[src/hw/rtl/gne_mod.sv]
// Two-stage constant modulo unit: reciprocal multiply, then one correction step.
`timescale 1ns / 1ps
module gne_mod #(
   parameter int W = 17,
   parameter int M = 128
) (
   input  logic                 clock,
   input  logic                 enable,
   input  logic [W-1:0]         val,
   output logic [$clog2(M)-1:0] rem
);
   localparam int IW = $clog2(M);
   localparam int PW = 2 * W;
   localparam int DW = W + 10;
   localparam longint RECIP = ((longint'(1) << W) + longint'(M) - 1) / longint'(M);

   logic [PW-1:0] prod;
   logic [W-1:0]  val_ff;
   logic [W-1:0]  quo_ff;
   logic [DW-1:0] qm;
   logic [DW-1:0] diff;
   logic [DW-1:0] fix;
   logic [IW-1:0] rem_ff;

   assign prod = PW'(val) * PW'(RECIP);
   assign qm   = DW'(quo_ff) * DW'(M);
   assign diff = DW'(val_ff) - qm;
   assign fix  = diff[DW-1] ? diff + DW'(M) : diff;

   always_ff @(posedge clock) begin
      if (enable) begin
         val_ff <= val;
         quo_ff <= prod[PW-1:W];
         rem_ff <= fix[IW-1:0];
      end
   end

   assign rem = rem_ff;
endmodule

[config.mk]
export PLATFORM = sky130hd
export DESIGN_NAME = gne_mod
export DESIGN_NICKNAME = d
export VERILOG_FILES = /design/src/hw/rtl/gne_mod.sv
export SDC_FILE = /design/constraint.sdc
export NUM_CORES = 1
export LEC_CHECK = 0
export ABC_CLOCK_PERIOD_IN_PS = 800
export BUFFER_PORTS_ARGS = -buffer_cell sky130_fd_sc_hd__buf_4
export CORE_AREA = 2 2 39 41
export DETAILED_ROUTE_END_ITERATION = 12
export DIE_AREA = 0 0 41 43
export GPL_TIMING_DRIVEN = 0
export PLACE_DENSITY = 0.68
export SLEW_MARGIN = 5
export SYNTH_ARGS = -nofsm -noshare
export SYNTH_HDL_FRONTEND = slang
export SYNTH_SLANG_ARGS = --single-unit
[constraint.sdc]
create_clock -name clock -period 0.8 [get_ports clock]
set_input_delay 0.04 -clock clock [delete_from_list [all_inputs] [get_ports clock]]
set_output_delay 0.04 -clock clock [all_outputs]
set_load 0.005 [all_outputs]
# [After elaboration in Yosys (flattened, before gate mapping)]
# Index checks and enable logic that the tools add are counted.
[totals] reg_bits=34 in_bits=19 word_cells=6
[classes] add_sub_neg=2 n_mux=1
[ops] cell="17-bit by 17-bit subtractor with 18-bit output" n=1
[ops] cell="7-bit by 1-bit adder with 7-bit output (second input constant)" n=1
[ops] cell="7-bit two-way mux" n=1

# [Longest topological paths before layout]
[depth] ltp_word=3 mapped_depth=0 depth_no_buf=0

# [Worst setup path after synthesis]
# Ideal clock, no wire load.
[synth_path] kind="register to register" startpoint="reg val_ff[0]" endpoint="reg rem_ff[0], in the netlist rem[0], data pin" setup_time_ps=266 t_arrival_ps=323 slack_ps=211 path_stages_with_launch=1 path_buffers=0 path_cell_list="edfxtp_1"
[synth_via] elab_chain_len=3
[synth_lines] item="start: declaration" line_no="18" rtl="logic [W-1:0] val_ff;"
[synth_lines] item="start signal: assignment" line_no="32" rtl="val_ff <= val;"
[synth_lines] item="17-bit by 17-bit subtractor with 18-bit output (*)" line_no="27" rtl="assign diff = DW'(val_ff) - qm;"
[synth_lines] item="7-bit by 1-bit adder with 7-bit output" line_no="28" rtl="assign fix = diff[DW-1] ? diff + DW'(M) : diff;"
[synth_lines] item="7-bit two-way mux (*)" line_no="28"
[synth_lines] item="end signal: assignment" line_no="34" rtl="rem_ff <= fix[IW-1:0];"
[synth_lines] item="end: declaration" line_no="23" rtl="logic [IW-1:0] rem_ff;"
# Every way passes the cells marked *; elsewhere a longest branch is shown, timed or not.
# A chain may end at the register's enable or synchronous reset.

# [Final worst setup path]
[layout_path] startpoint="reg rem_ff[4], in the netlist rem[4]" endpoint="out rem[4]"
[layout_lines] item="end: declaration" line_no="10" rtl="output logic [$clog2(M)-1:0] rem"
# No word-level cell between the ends.

==> flow_summary.ini <==
[critical_path]
critPathBufInv = 1
worst_r2r_startpoint = val_ff[4]
timing.critical_path.cells = buf_4
worst-setup-path-type = register to output pin
reg2reg_depth = 0
crit_end_element = output pin
crit_fanout = 1
worst_path_dominant_cell_family = flip-flops
worst-endpoint-required_ns = 0.76
reg2reg_end = rem[4]
crit_path_start_kind = register
regToRegSetupSlack_ns = 0.17
crit_path_max_incr_delay_ns = 0.37
worst_path_max_delay_cell = edfxtp_1
cp.arrival_ns = 0.77
critical_path.startpoint = rem[4]

[sta]
slew_viol_final = 0
final_min_period_over_clock_period = 1.01
slew_headroom = 0.886
final-hold-violation-count = 0
fin_hold_ws_ns = 0.120
fin_crit_ns = 0.807
grt_setup_unrepaired = yes
maxClockFrequency_mhz = 1240
setup_viol = 3
layout_setup_ws_ns = -0.00730
skew_ns = 0.00512
worst_slew_pin_slew_ns = 0.171

[cells_and_area]
sequential_cell_area_um2 = 420
layout-area-overhead-vs-synth_pct = 55.4
multi_input_comb_area_um2 = 0
final.fill_count = 122
nNetsFinal = 60
n_antenna_cell = 0
layout.core_utilization = 0.472
multi_input_gates = 0
drive_above_1_share = 0.462

[global_route]
grt_pass1_vias = 215
grt_max_degree = 15
grt_first_pass_wirelength_um = 862
globalRouteOverflowTotal = 0
antenna_found_initial = 0
grt_util_all_layers = 0.0788

[synth]
syn-instance-count = 14
dominantRegCellSynth = edfxtp_1
netlist-cell-type-count = 1
post-synth-top-area-fraction = 1.00
post-synth-top-area-cell = edfxtp_1
mappedNetlistNets = 33
netlist_top_cells_area = edfxtp_1 (100%)
syn_avg_cell_area_um2 = 30.0
synthMostInstantiatedCell = edfxtp_1
synthesized_area_um2 = 420
yosys_warnings = 0
yosys_register_bits = 14
ys_top_cells_by_count = edfxtp_1 (14)
ys_async_sr_fraction = 0
synth_seq_area_share = 1.00
synth_edf_count = 14

[clock_network]
tritoncts_clock_tree = built
clock_root_buffer = clkbuf_4
cts_inserted_buffers = 3
cts_buffer_depth = 2
clk_lat_worst_skew_ns = 0.26
cts_setup_buffers = 0
cts-htree-levels = 1
clk_pin_slew_ns = 0.07
clock_sinks = 14

[hold_path]
min_delay_worst_endpoint = val_ff[5]
min_from = enable
timing.hold.worst.class = input port to register
holdPathStages = 1

[routing]
wire_per_inst_um = 9.91
routed-via-count = 215
drt_wl_total_um = 545
drt_iter0_markers = 3
postRouteAntennaNets = 0
detail_route.drc_violations = 0
first_pass_iters = 2
vias_cell = 3.91

[power_and_ir_drop]
fin_total_pwr_mw = 1.34
vdd.ir_drop.worst_uv = 833
static-leakage-power_nw = 0.255
pwr-share-comb = 0.081
power.clock.fraction = 0.260
power_density_nw_per_um2 = 2050
intPower_mw = 1.12
seqPwrFrac = 0.659
sw_frac_of_total = 0.165
power.net_switching_mw = 0.221

[floorplan]
pin_count = 26
initial_utilization = 0.304
rows = 14
die_h_um = 43
fp.coreArea_um2 = 1380
die_area_um2 = 1760
die_width_um = 41

[status]
violations = setup timing
status = finished, violations left

[run]
max_cap_viol_count = 0

[placement]
gpl.final_weighted_congestion = 0.604
place.port_buffers = 15
-- cells in the final DEF, fill, tap and decap left out, drive strengths merged --
master and n:
dlygate4sd3 7, edfxtp 14, buf 15, clkbuf 3
-- sequential cells by signal, summed over array words and instances, names as in the netlist --
register,count
rem,7
val_ff,7
-- cells by family after synthesis --
family	count (synthesis)	synth area share
flops	14	1.00
-- worst max-delay path by stage --
stage,to,slack [ns],cells past startpoint
2_1_floorplan,rem[0],0.21,0
3_3_place_gp,rem[6],0.21,0
3_5_place_dp,rem[2],0.17,0
4_1_cts,rem[4],-0.03,1
5_1_grt,rem[2],-0.06,1
6_report,rem[4],-0.007,1
-- metal layers --
metal / vias to the layer above / GRT usage / part of all wire
met5: - / 0 / 0
met4: 0 / 0.0600 / 0
met3: 0 / 0.0314 / 0.084
met2: 12 / 0.122 / 0.55
met1: 96 / 0.0789 / 0.36
li1: 107 / - / -
-- power by group through the flow --
stage	Sequential, mW	Combinational (mW)	Clock (mW)
after floorplan	0.899	0	0
after global placement	0.895	0.0767	0
after detailed placement	0.900	0.0793	0
after CTS	0.883	0.106	0.368
after global routing	0.888	0.120	0.409
final	0.883	0.108	0.349
-- stage by stage --
step	TNS, ns	cells	area, um^2	worst slack (ns)
6_report	-0.0178	55	653	-0.00730
5_1_grt	-0.323	55	653	-0.0554
4_1_cts	-0.103	55	646	-0.0277
3_5_place_dp	0	45	553	0.169
3_3_place_gp	0	45	553	0.207
2_1_floorplan	0	14	420	0.211
-- timing repair --
action	in CTS	in global routing
setup endpoints to repair	7	7
gates resized for setup	0	2
hold buffers	7	0
hold endpoints to repair	7	0
-- cell type report --
| type | instances | share of cell area |
|---|---|---|
| timing repair buffer | 22 | 0.291 |
| tap | 16 | 0.0307 |
| clock buffer | 3 | 0.0345 |
| sequential | 14 | 0.644 |
Note: power is estimated with default switching activity, not from simulation.
