===== src/hw/rtl/gne_lerp.sv =====
// Registered linear interpolation a + round((b-a)*s / 2^16), s in Q1.16.
`timescale 1ns / 1ps
module gne_lerp #(
   parameter int NW = 34
) (
   input  logic                 clock,
   input  logic                 enable,
   input  logic signed [NW-1:0] a,
   input  logic signed [NW-1:0] b,
   input  logic [16:0]          s,
   output logic signed [NW-1:0] y
);
   localparam int PW = NW + 19;

   logic signed [NW:0]   diff;
   logic signed [PW-1:0] prod;
   logic signed [PW-1:0] rnd;
   logic signed [NW-1:0] y_ff;

   assign diff = (NW+1)'(b) - (NW+1)'(a);
   assign prod = PW'(diff) * $signed({{(PW-17){1'b0}}, s});
   assign rnd  = (prod + PW'(32768)) >>> 16;

   always_ff @(posedge clock) begin
      if (enable) begin
         y_ff <= a + rnd[NW-1:0];
      end
   end

   assign y = y_ff;
endmodule


===== config.mk =====
export PLATFORM = sky130hd
export DESIGN_NAME = gne_lerp
export DESIGN_NICKNAME = d
export VERILOG_FILES = /design/src/hw/rtl/gne_lerp.sv
export SDC_FILE = /design/constraint.sdc
export NUM_CORES = 2
export LEC_CHECK = 0
export ABC_AREA = 1
export BUFFER_PORTS_ARGS = -buffer_cell sky130_fd_sc_hd__buf_2
export CAP_MARGIN = 30
export CORE_ASPECT_RATIO = 1.1
export CORE_UTILIZATION = 25
export DETAILED_ROUTE_END_ITERATION = 8
export GPL_TIMING_DRIVEN = 0
export PLACE_DENSITY_LB_ADDON = 0.2
export SLEW_MARGIN = 20
export SYNTH_ARGS = -nofsm -noshare
export SYNTH_HDL_FRONTEND = slang
export SYNTH_SLANG_ARGS = --single-unit

===== constraint.sdc =====
create_clock -name clock -period 10.15 [get_ports clock]
set_clock_uncertainty 0.1 [all_clocks]
set_input_delay 2.5375 -clock clock [delete_from_list [all_inputs] [get_ports clock]]
set_output_delay 2.5375 -clock clock [all_outputs]
set_load 0.02 [all_outputs]

**After elaboration in Yosys (flattened, before gate mapping)**

Index checks and enable logic that the tools add are counted.

- Flip-flop bits (word level): 34
- Input port bits: 87
- Output and inout bits: 34
- Word-level logic and storage cells: 5

- $add $sub $neg: 3
- Multiply operators: 1

Operators by type and width:

| cell | count |
|---|---|
| adder 50 x 17 -> 50 bit (second input constant) | 1 |
| multiplier 35 x 18 -> 50 bit | 1 |
| subtractor 34 x 34 -> 35 bit | 1 |
| adder 34 bit | 1 |

**Logic depth before layout (Yosys ltp)**

- Depth in word-level cells: 4
- Gate-level depth with buffers: 51
- Mapped depth without buffers: 49

**Worst setup path after synthesis**

Ideal clock, no wire load.

- Kind: input to register
- Start: input port a[5]
- End: register y_ff[24] (netlist: y[24]), data pin
- Setup time: 0.262 ns
- Arrival time: 10.359 ns
- Required time: 9.788 ns
- Path slack: -0.571 ns
- Cell stages on the path: 43
- Path buffers: 2
- Cell sequence: inv_1 > ha_1 > nand2_1 > inv_1 > nand2_1 > nand2_1 > a21oi_2 > o21ai_4 > a21oi_4 > o21ai_4 > nand2_1 > nand2_1 > or2_1 > buf_4 > nand2_1 > buf_4 > nor2_1 > fa_1 > [... 7 more ...] > fa_1 > inv_1 > ha_1 > nand2_1 > nor2_1 > a211oi_1 > o21ai_0 > a21oi_1 > o21ai_1 > xor2_1 > ha_1 > a21o_1 > o21bai_1 > a21oi_1 > o21ai_1 > a21boi_0 > o21ai_1 > xor2_1

- Longest elaborated chain between the ends: 4

RTL lines:

| what | RTL line | RTL |
|---|---|---|
| from (decl) | 8 | `input logic signed [NW-1:0] a,` |
| subtractor 34 x 34 -> 35 bit | 20 | `assign diff = (NW+1)'(b) - (NW+1)'(a);` |
| multiplier 35 x 18 -> 50 bit | 21 | `assign prod = PW'(diff) * $signed({{(PW-17){1'b0}}, s});` |
| adder 50 x 17 -> 50 bit | 22 | `assign rnd = (prod + PW'(32768)) >>> 16;` |
| adder 34 bit (*) | 26 | `y_ff <= a + rnd[NW-1:0];` |
| to (signal assigned) | 26 |  |
| to (decl) | 18 | `logic signed [NW-1:0] y_ff;` |

Mark *: on every way between the ends. The rest lies on a longest branch, timed or not.
A chain may end at the register's enable or synchronous reset.

**Final worst setup path**

- Start: input port a[0]
- End: register y_ff[27] (netlist: y[27]), data pin

Same word-level chain as after synthesis.

==> metrics.md <==
| Metric | Value |
|---|---|
| Commonest cells in the netlist | `inv_1 (838), fa_1 (547), nand2_1 (482)` |
| Tmin final | `11080 ps` |
| Vias in the first global route | `24344` |
| DIE HEIGHT | `336 um` |
| Starting density of the core | `0.252` |
| Final nets | `4478` |
| DRT antenna net count | `0` |
| Final worst slack | `-931 ps` |
| Final HPWL DP | `86.6 mm` |
| Clock sinks | `34` |
| Net Count, Synth | `4085` |
| Most common cell in the netlist | `inv_1` |
| Critical path arrival | `11030 ps` |
| Yosys cell types | `55` |
| IO Count | `121` |
| Setup WS pre-CTS | `-2630 ps` |
| Post-synth EDFFs | `34` |
| Antenna violations before repair | `2` |
| Hold Path Class | `input port to flip-flop` |
| Max Cap Viol | `0` |
| Largest register FFs | `34` |
| Cells after Synth | `3235` |
| Starting DRT DRC Count | `1240` |
| Post-synthesis register bit count | `34` |
| Cell Area, Synth | `25400 um2` |
| Worst-Margin Slew | `1060 ps` |
| CTS clk-pin slew, worst paths | `60 ps` |
| Max-Slew Margin vs Limit | `0.291` |
| CTS Buffer Depth | `2` |
| Layout cells sized above 1 | `0.318` |
| Area grow syn2layout | `35.9%` |
| Status | `finished, violations left` |
| Largest cells by area after synthesis | `fa_1 (43%), inv_1 (12%), ha_1 (11%), nand2_1 (7.1%), nor2_1 (6.5%)` |
| Core Area | `101000 um2` |
| IO Port Bufs | `113` |
| CP Class | `input port to flip-flop` |
| Avg WL per Cell | `20.8 um` |
| First-pass GRT wire length | `155 mm` |
| Sequential share of the synthesized area | `0.0402` |
| Mapped Avg Cell Area | `7.85 um2` |
| Synth area leader | `fa_1` |
| Total die area | `103000 um2` |
| DR pass1 iterations | `6` |
| TritonCTS clock tree | `built` |
| Final Cycle Share | `1.09` |
| DRC errors left | `0` |
| FP Rows | `122` |
| Synth async-reset ratio | `0` |
| Final-report setup violation count | `26` |
| Critical Path Fanout Max | `4` |
| Clock buffer count from CTS | `5` |
| Synth warnings | `0` |
| Worst Path Required | `10100 ps` |
| Grt ovf | `0` |
| Die Wd | `306 um` |
| Fin. Hold Viols | `0` |
| Final Max Slew Viols | `0` |
| CP dominant cell by count | `buf_6` |
| H-tree levels | `2` |
| Pin count of the biggest net entering global routing | `35` |
| RSZ-0062 raised after global routing | `true` |
| Failing checks | `negative setup slack` |
| CP endpoint kind | `flip-flop` |
| Vias per inst | `4.55` |
| Ys flop type | `edfxtp_1` |
| Startpoint Class | `input port` |
| CP max stage cell | `fa_2` |
| Root buffer cell | `clkbuf_16` |
| Routability cong. | `0.918` |
| Max Freq | `90.2 MHz` |
| Total Wirelength | `103 mm` |
| Post-synth top area share | `0.431` |
| Routed vias | `22427` |
| Crit-path max cell delay | `640 ps` |
| GRT Util Overall | `0.203` |
layout make-up:
| type | instances | area (um2) |
|---|---|---|
| Timing Repair Buffer | 389 | 3240 |
| Clock buffer | 5 | 125 |
| Multi-Input combinational cell | 2257 | 24600 |
| Antenna cell | 1 | 2.50 |
| Buffer | 84 | 566 |
| Sequential cell | 34 | 1020 |
| Tap cell | 1302 | 1630 |
| Fill cell | 10475 | 66100 |
| Inverter | 857 | 3290 |
| Clock inverter | 2 | 10.0 |
cell usage in the layout, fill, tap and decap left out, types with 14 or more instances in the layout:
| cell | count |
|---|---|
| inv_1 | 730 |
| fa_1 | 495 |
| nand2_1 | 367 |
| nor2_1 | 356 |
| buf_4 | 212 |
| ha_1 | 139 |
| inv_2 | 101 |
| buf_2 | 96 |
| nand3_1 | 88 |
| nand2_2 | 80 |
| ha_4 | 62 |
| a21oi_2 | 60 |
| nor2_2 | 58 |
| buf_6 | 58 |
| fa_2 | 52 |
| clkbuf_1 | 51 |
| nor2_4 | 46 |
| a21oi_4 | 43 |
| xor2_1 | 38 |
| nand2_4 | 36 |
| a21oi_1 | 35 |
| edfxtp_1 | 34 |
| buf_12 | 26 |
| xnor2_1 | 23 |
| o21ai_2 | 20 |
| o21ai_0 | 19 |
| buf_8 | 17 |
| o21ai_1 | 16 |
| or2_2 | 15 |
| a31oi_4 | 15 |
| ha_2 | 15 |
| nand3_2 | 14 |
final timing paths:
path | startpoint | to | slack (ps) | depth (start not counted)
max | a[0] | y[27] | -930 | 43
min | a[0] | y[0] | 2550 | 3
critical path, delay by kind of cell:
kind / cells / cell delay (ps)
fa+ha+maj: 10 / 4300
buf+inv: 15 / 1650
simple gates: 11 / 1470
compound gates: 4 / 540
xor+xnor: 3 / 470
metrics by stage:
| stage | instance area [um2] | instances | setup TNS (ps) | util | hold slack, ps |
|---|---|---|---|---|---|
| 6_report | 34500 | 4931 | -15230 | 0.343 | 2550 |
| 3_5_place_dp | 28500 | 4656 | -64240 | 0.284 | 2860 |
| 5_1_grt | 34500 | 4930 | -23820 | 0.343 | 2550 |
| 2_1_floorplan | 26200 | 3235 | -804 | - | 2550 |
| 4_1_cts | 33200 | 4874 | -14630 | 0.330 | 2550 |
| 3_3_place_gp | 28400 | 4650 | -79920 | 0.283 | 2860 |
metal layers:
metal / share of wire / global-route usage
met1: 0.44 / 0.270
met2: 0.48 / 0.349
met3: 0.040 / 0.0120
met4: 0.042 / 0.0695
met5: 0.000078 / 0
repair_timing:
item	4_1_cts	5_1_grt
gates cloned	1	0
hold buffers	0	0
setup buffers	212	62
gates resized for setup	700	219
endpoints found under the setup margin	33	29
pin swaps	278	95
logic make-up after synthesis:
| logic type | count (synthesis) | share of synthesized area |
|---|---|---|
| flops | 34 | 0.0402 |
| fa+ha+maj | 763 | 0.538 |
| compound gates | 277 | 0.0649 |
| xor+xnor | 92 | 0.0344 |
| simple gates | 1125 | 0.181 |
| buf+inv | 944 | 0.141 |
Power is not shown: default switching activity piles up to over one toggle a cycle in this logic, so the estimate is an artifact.
