[config.mk]
export PLATFORM = sky130hd
export DESIGN_NAME = gne_fade
export DESIGN_NICKNAME = d
export VERILOG_FILES = /design/src/hw/rtl/gne_pkg.sv /design/src/hw/rtl/gne_fade.sv
export SDC_FILE = /design/constraint.sdc
export NUM_CORES = 2
export LEC_CHECK = 0
export BUFFER_PORTS_ARGS = -buffer_cell sky130_fd_sc_hd__buf_4
export CAP_MARGIN = 20
export CORE_MARGIN = 2
export CORE_UTILIZATION = 47
export DETAILED_ROUTE_END_ITERATION = 8
export PLACE_DENSITY = 0.69
export SLEW_MARGIN = 40
export SYNTH_ARGS = -nofsm -noshare
export SYNTH_HDL_FRONTEND = slang
export SYNTH_SLANG_ARGS = --single-unit
[constraint.sdc]
create_clock -name clock -period 24.3 [get_ports clock]
set_input_delay 0 -clock clock [delete_from_list [all_inputs] [get_ports clock]]
set_output_delay 0 -clock clock [all_outputs]
set_load 0.01 [all_outputs]
[src/hw/rtl/gne_pkg.sv]
// Shared types and constants for the 2D gradient noise evaluator.
`timescale 1ns / 1ps
package gne_pkg;

   localparam logic [1:0] ACT_PERM = 2'd0;
   localparam logic [1:0] ACT_GRAD = 2'd1;
   localparam logic [1:0] ACT_EVAL = 2'd2;

   localparam logic [19:0] FADE_C15 = 20'd983040;
   localparam logic [19:0] FADE_C10 = 20'd655360;
   localparam logic [19:0] FADE_C6  = 20'd6;

   typedef struct packed {
      logic [1:0]  action;
      logic [6:0]  index;
      logic        in_range;
      logic [15:0] grad_x;
      logic [15:0] grad_y;
   } item_type;

endpackage

[src/hw/rtl/gne_fade.sv]
// Three-stage quintic fade 6t^5-15t^4+10t^3 on a Q0.16 fraction.
`timescale 1ns / 1ps
module gne_fade (
   input  logic        clock,
   input  logic        enable,
   input  logic [15:0] frac,
   output logic [16:0] fade
);
   logic [19:0] a;
   logic [19:0] t15;
   logic [35:0] cp;
   logic [31:0] u2p;
   logic [19:0] c_ff;
   logic [15:0] u2_ff;
   logic [15:0] u1_ff;
   logic [19:0] d;
   logic [31:0] u3p;
   logic [19:0] d_ff;
   logic [15:0] u3_ff;
   logic [35:0] sp;
   logic [16:0] s_ff;

   assign a   = 20'(frac) * gne_pkg::FADE_C6;
   assign t15 = gne_pkg::FADE_C15 - a;
   assign cp  = 36'(frac) * 36'(t15);
   assign u2p = 32'(frac) * 32'(frac);
   assign d   = gne_pkg::FADE_C10 - c_ff;
   assign u3p = 32'(u2_ff) * 32'(u1_ff);
   assign sp  = 36'(u3_ff) * 36'(d_ff);

   always_ff @(posedge clock) begin
      if (enable) begin
         c_ff  <= cp[35:16];
         u2_ff <= u2p[31:16];
         u1_ff <= frac;
         d_ff  <= d;
         u3_ff <= u3p[31:16];
         s_ff  <= sp[32:16];
      end
   end

   assign fade = s_ff;
endmodule

# Word-level counts from Yosys, hierarchy flattened
# Cells that the tools add are included.
# word_totals
regBits	105
# classes
addsub	2
mul	5
# op_table
op	count
$mul A16 B16 Y32	2
$mul A16 B20 Y36	1
$mul A16 B20 Y33	1
$sub A20 B19 Y20 const A	1
$sub A20 B20 Y20 const A	1
$mul A16 B2 Y18 const B	1

# Logic depth before layout (Yosys ltp)
# depth
depth_word	3
mapped_depth	32

# Worst setup path after synthesis
# No wires, ideal clock.
# synth_timing
kind	input port to flip-flop
startpoint	input port frac[0]
endpoint	register c_ff[14] (data pin)
setup_time_ns	0.271
t_arrival_ns	8.233
cell_stages	29
slack_ns	15.796
path_cell_list	ha_1 -> fa_1 -> a21o_1 -> a221o_1 -> or3_1 -> a22oi_1 -> nand4_1 -> or4_1 -> o31ai_1 -> mux2_2 -> o211ai_1 -> fa_1 -> fa_1 -> inv_1 -> fa_1 -> fa_1 -> fa_1 -> inv_1 -> fa_1 -> inv_1 -> ha_1 -> a21o_1 -> a21o_1 -> a221oi_1 -> a21oi_1 -> or3_1 -> a31o_2 -> mux2i_1 -> o2111ai_1
# synth_via
elab_chain_cells	3
# synth_rtl
element	line	source
from (decl)	gne_fade.sv:6	input logic [15:0] frac,
$mul A16 B2 Y18	gne_fade.sv:23	assign a = 20'(frac) * gne_pkg::FADE_C6;
$sub A20 B19 Y20	gne_fade.sv:24	assign t15 = gne_pkg::FADE_C15 - a;
$mul A16 B20 Y36 (*)	gne_fade.sv:25	assign cp = 36'(frac) * 36'(t15);
via cp[30]	gne_fade.sv:11	logic [35:0] cp;
to (signal assigned)	gne_fade.sv:33	c_ff <= cp[35:16];
to (decl)	gne_fade.sv:13	logic [19:0] c_ff;
# The timed path passes the listed nets; every way through them passes the cells marked *.
# A chain may end at the register's enable or synchronous reset.

# Worst setup path after layout
# layout_timing
startpoint	input port frac[1]
endpoint	register c_ff[14] (data pin)
# The elaborated chain is that of the path after synthesis.

==> results by group <==
Run status
  – Outcome: complete, no violations

STA
  – Slew margin rel.: 0.395
  – RSZ-0062 raised after global routing: no
  – Max Freq: 104 MHz
  – Setup Total Neg Slack: 0 ps
  – Final Cycle Share: 0.397
  – Fin crit period: 9660 ps
  – Worst Skew: 26.1 ps
  – Final hold vios: 0
  – Final Max Slew Viols: 0
  – Worst-margin pin slew: a little over 900 ps
  – Setup-failing EPs final: 0

Yosys
  – Adder-Cell Fraction of Synth Area: 0.581
  – Post-synthesis simple-gate area fraction: 0.144
  – Synth cell types: 69
  – Post-synth EDFFs: roughly 110
  – Largest family of logic cells by synthesized area: adder cells
  – Post-synthesis sequential area ratio: 0.0831
  – Mux share of post-synthesis cell area: 0.00112
  – Post-synthesis compound-gate area fraction: 0.0453
  – XOR/XNOR Fraction of Synth Area: 0.0275
  – Async S/R FF share, synth: 0
  – Net Count, Synth: roughly 5.4k
  – Syn. warnings: 0
  – Syn Area/Cell: slightly above 9 um^2
  – Mapped Cells: roughly 4k
  – Post-synth design cell area: about 38,000 um^2
  – Register bit total from synthesis: roughly 110
  – Dominant synthesized flop cell: edfxtp_1

Cells and area
  – Fin area: a little under 40,000 um^2
  – Most frequent cells in the layout: inv_1, fa_1, nand2_1
  – Multi-input logic area: about 30,000 um^2
  – Layout cells sized above 1: 0.0265
  – FF/Latch Area: around 3200 um^2
  – Area Growth Syn to Fin: 4.12%
  – Net count, final: between 5k and 6k
  – Fillers: between 7k and 8k
  – Diode count: 0
  – Most common cell after layout, fill and taps aside: inv_1

Clock tree
  – Postcts setup bufs: 0
  – Hold-fix buffers, CTS: 0
  – Total CTS buffers: 9
  – CTS resizes: 0
  – Clk Latency, worst-skew pair: 400 ps
  – Clock root buffer master: clkbuf_16
  – Clk buf depth: 2
  – Clock slew at reported path FFs: ~80 ps
  – CTS tree: yes
  – Clock sinks: 105
  – H-Tree Depth: 3

Global routing
  – GRT overflow: 0
  – Vias in the first global route: slightly below 30k
  – Pin count of the biggest net entering global routing: 70
  – Total Routing Usage GR: 0.225
  – Initial antenna violation count: 0
  – Global-route wire length before repair: about 150,000 um

Drt
  – Vias per cell: between 5 and 6
  – 1st-pass router iterations: 5
  – Initial DRC Count: around 1.8k
  – WL final: 86,800 um
  – Via count: about 26k
  – Drt drc: 0
  – ANT nets after route: 0
  – Mean routed wirelength per cell: about 17 um

Floorplan
  – IO Pins: 35
  – Die Ht: between 200 and 300 um
  – Core box area: around 80,000 um^2
  – Die Wd: just under 300 um
  – # rows: roughly 100
  – Die Area: between 80,000 and 90,000 um^2
  – Initial core utilization: 0.473

Critical path
  – Crit path top cell by count: fa_1
  – CP Max Fanout: 36
  – Critical path's largest stage delay: ~700 ps
  – CP max-delay cell: or4_1
  – Critical Path Source Type: primary input
  – WP data required: 24,430 ps
  – WP data arrival: 9790 ps
  – Crit end category: register
  – CP Class: primary input to register

Min path
  – Hold Path Class: primary input to register

Flow run
  – Max Cap Viol: 0

Placement
  – GP Congestion: ~0.9
  – Area post-placement: 39,100 um^2
  – IO Port Bufs: 34
  – Dpl hpwl: 69,600 um
## routing by layer
layer | GRT usage | part of all wire | wire length, um | vias up
met3 | 0.0313 | 0.059 | 5130 | 138
li1 | - | - | - | 12000
met5 | 0 | 0 | 0 | -
met2 | 0.377 | 0.48 | 41400 | 728
met1 | 0.311 | 0.44 | 38500 | 13500
met4 | 0.0526 | 0.021 | 1800 | 0
## Yosys cell counts, drive strengths merged, types with 5 or more instances
cell        n  area (um^2)
a2111oi     5         43.8
a211oi     15          113
a21o       37          278
a21oi      46          230
a221oi      5         43.8
a31oi      15         93.8
and2      302         1890
and3        5         31.3
buf         7         37.5
clkbuf    142          533
clkinv      7         26.3
edfxtp    105         3150
fa        840        16800
ha        417         5220
inv      1028         3860
nand2     609         2310
nand2b      8         50.1
nand3      15         75.1
nand4      17          106
nor2      123          462
nor2b       8         57.6
nor3       38          190
nor4        7         43.8
o2111ai     5         43.8
o211ai     13          103
o21a       18          135
o21ai      38          190
o21bai      5         37.5
o31ai       8         60.1
or2         9         56.3
or3        10         62.6
or4         6         45.0
xnor2      79          692
xor2       39          349
## sequential cells by signal, indices dropped and copies added, names as in the netlist
name   cells
fade      17
u1_ff     16
u3_ff     16
d_ff      20
c_ff      20
u2_ff     16
## worst paths after layout
kind	from	to	slack, ps	cells after the start
worst min register to register	c_ff[0]$_DFFE_PP_	d_ff[0]$_DFFE_PP_	540	0
worst max-delay path	frac[1]	c_ff[14]$_DFFE_PP_	14640	30
worst min-delay path	frac[4]	u1_ff[4]$_DFFE_PP_	60	1
worst max register to register	u3_ff[5]$_DFFE_PP_	fade[16]$_DFFE_PP_	17360	20
## stage by stage
stage	hold slack (ps)	setup WS [ps]	utilization	cells
after floorplan	98.9	15800	-	4083
after global placement	415	14340	0.487	5042
after detailed placement	419	14330	0.488	5043
after CTS	29.8	14710	0.491	5059
after global routing	41.7	14160	0.493	5065
final	59.8	14640	0.493	5065
## area by class of cell
cell class | count | area share
Multi-Input combinational cell | 2794 | 0.769
Inverter | 1035 | 0.0984
Sequential cell | 105 | 0.0799
Tap cell | 1060 | 0.0336
Timing Repair Buffer | 55 | 0.0113
Clock buffer | 9 | 0.00570
Clock inverter | 7 | 0.00171
## critical path: cells and delay by family
kind | cells | cell delay [ps]
and+or+nand+nor | 4 | 1310
adders and majority gates | 8 | 3780
AOI/OAI and AO/OA | 10 | 2920
buffers and inverters | 5 | 850
muxes | 1 | 150
xor gates and xnor gates | 2 | 700
## cell families after synthesis
kind of cell,after synthesis
mux,4
fa+ha+maj,1257
buf+inv,1184
simple gates,1169
xor+xnor,118
flops,105
compound gates,246
Power is not shown: default switching activity piles up to over one toggle a cycle in this logic, so the estimate is an artifact.
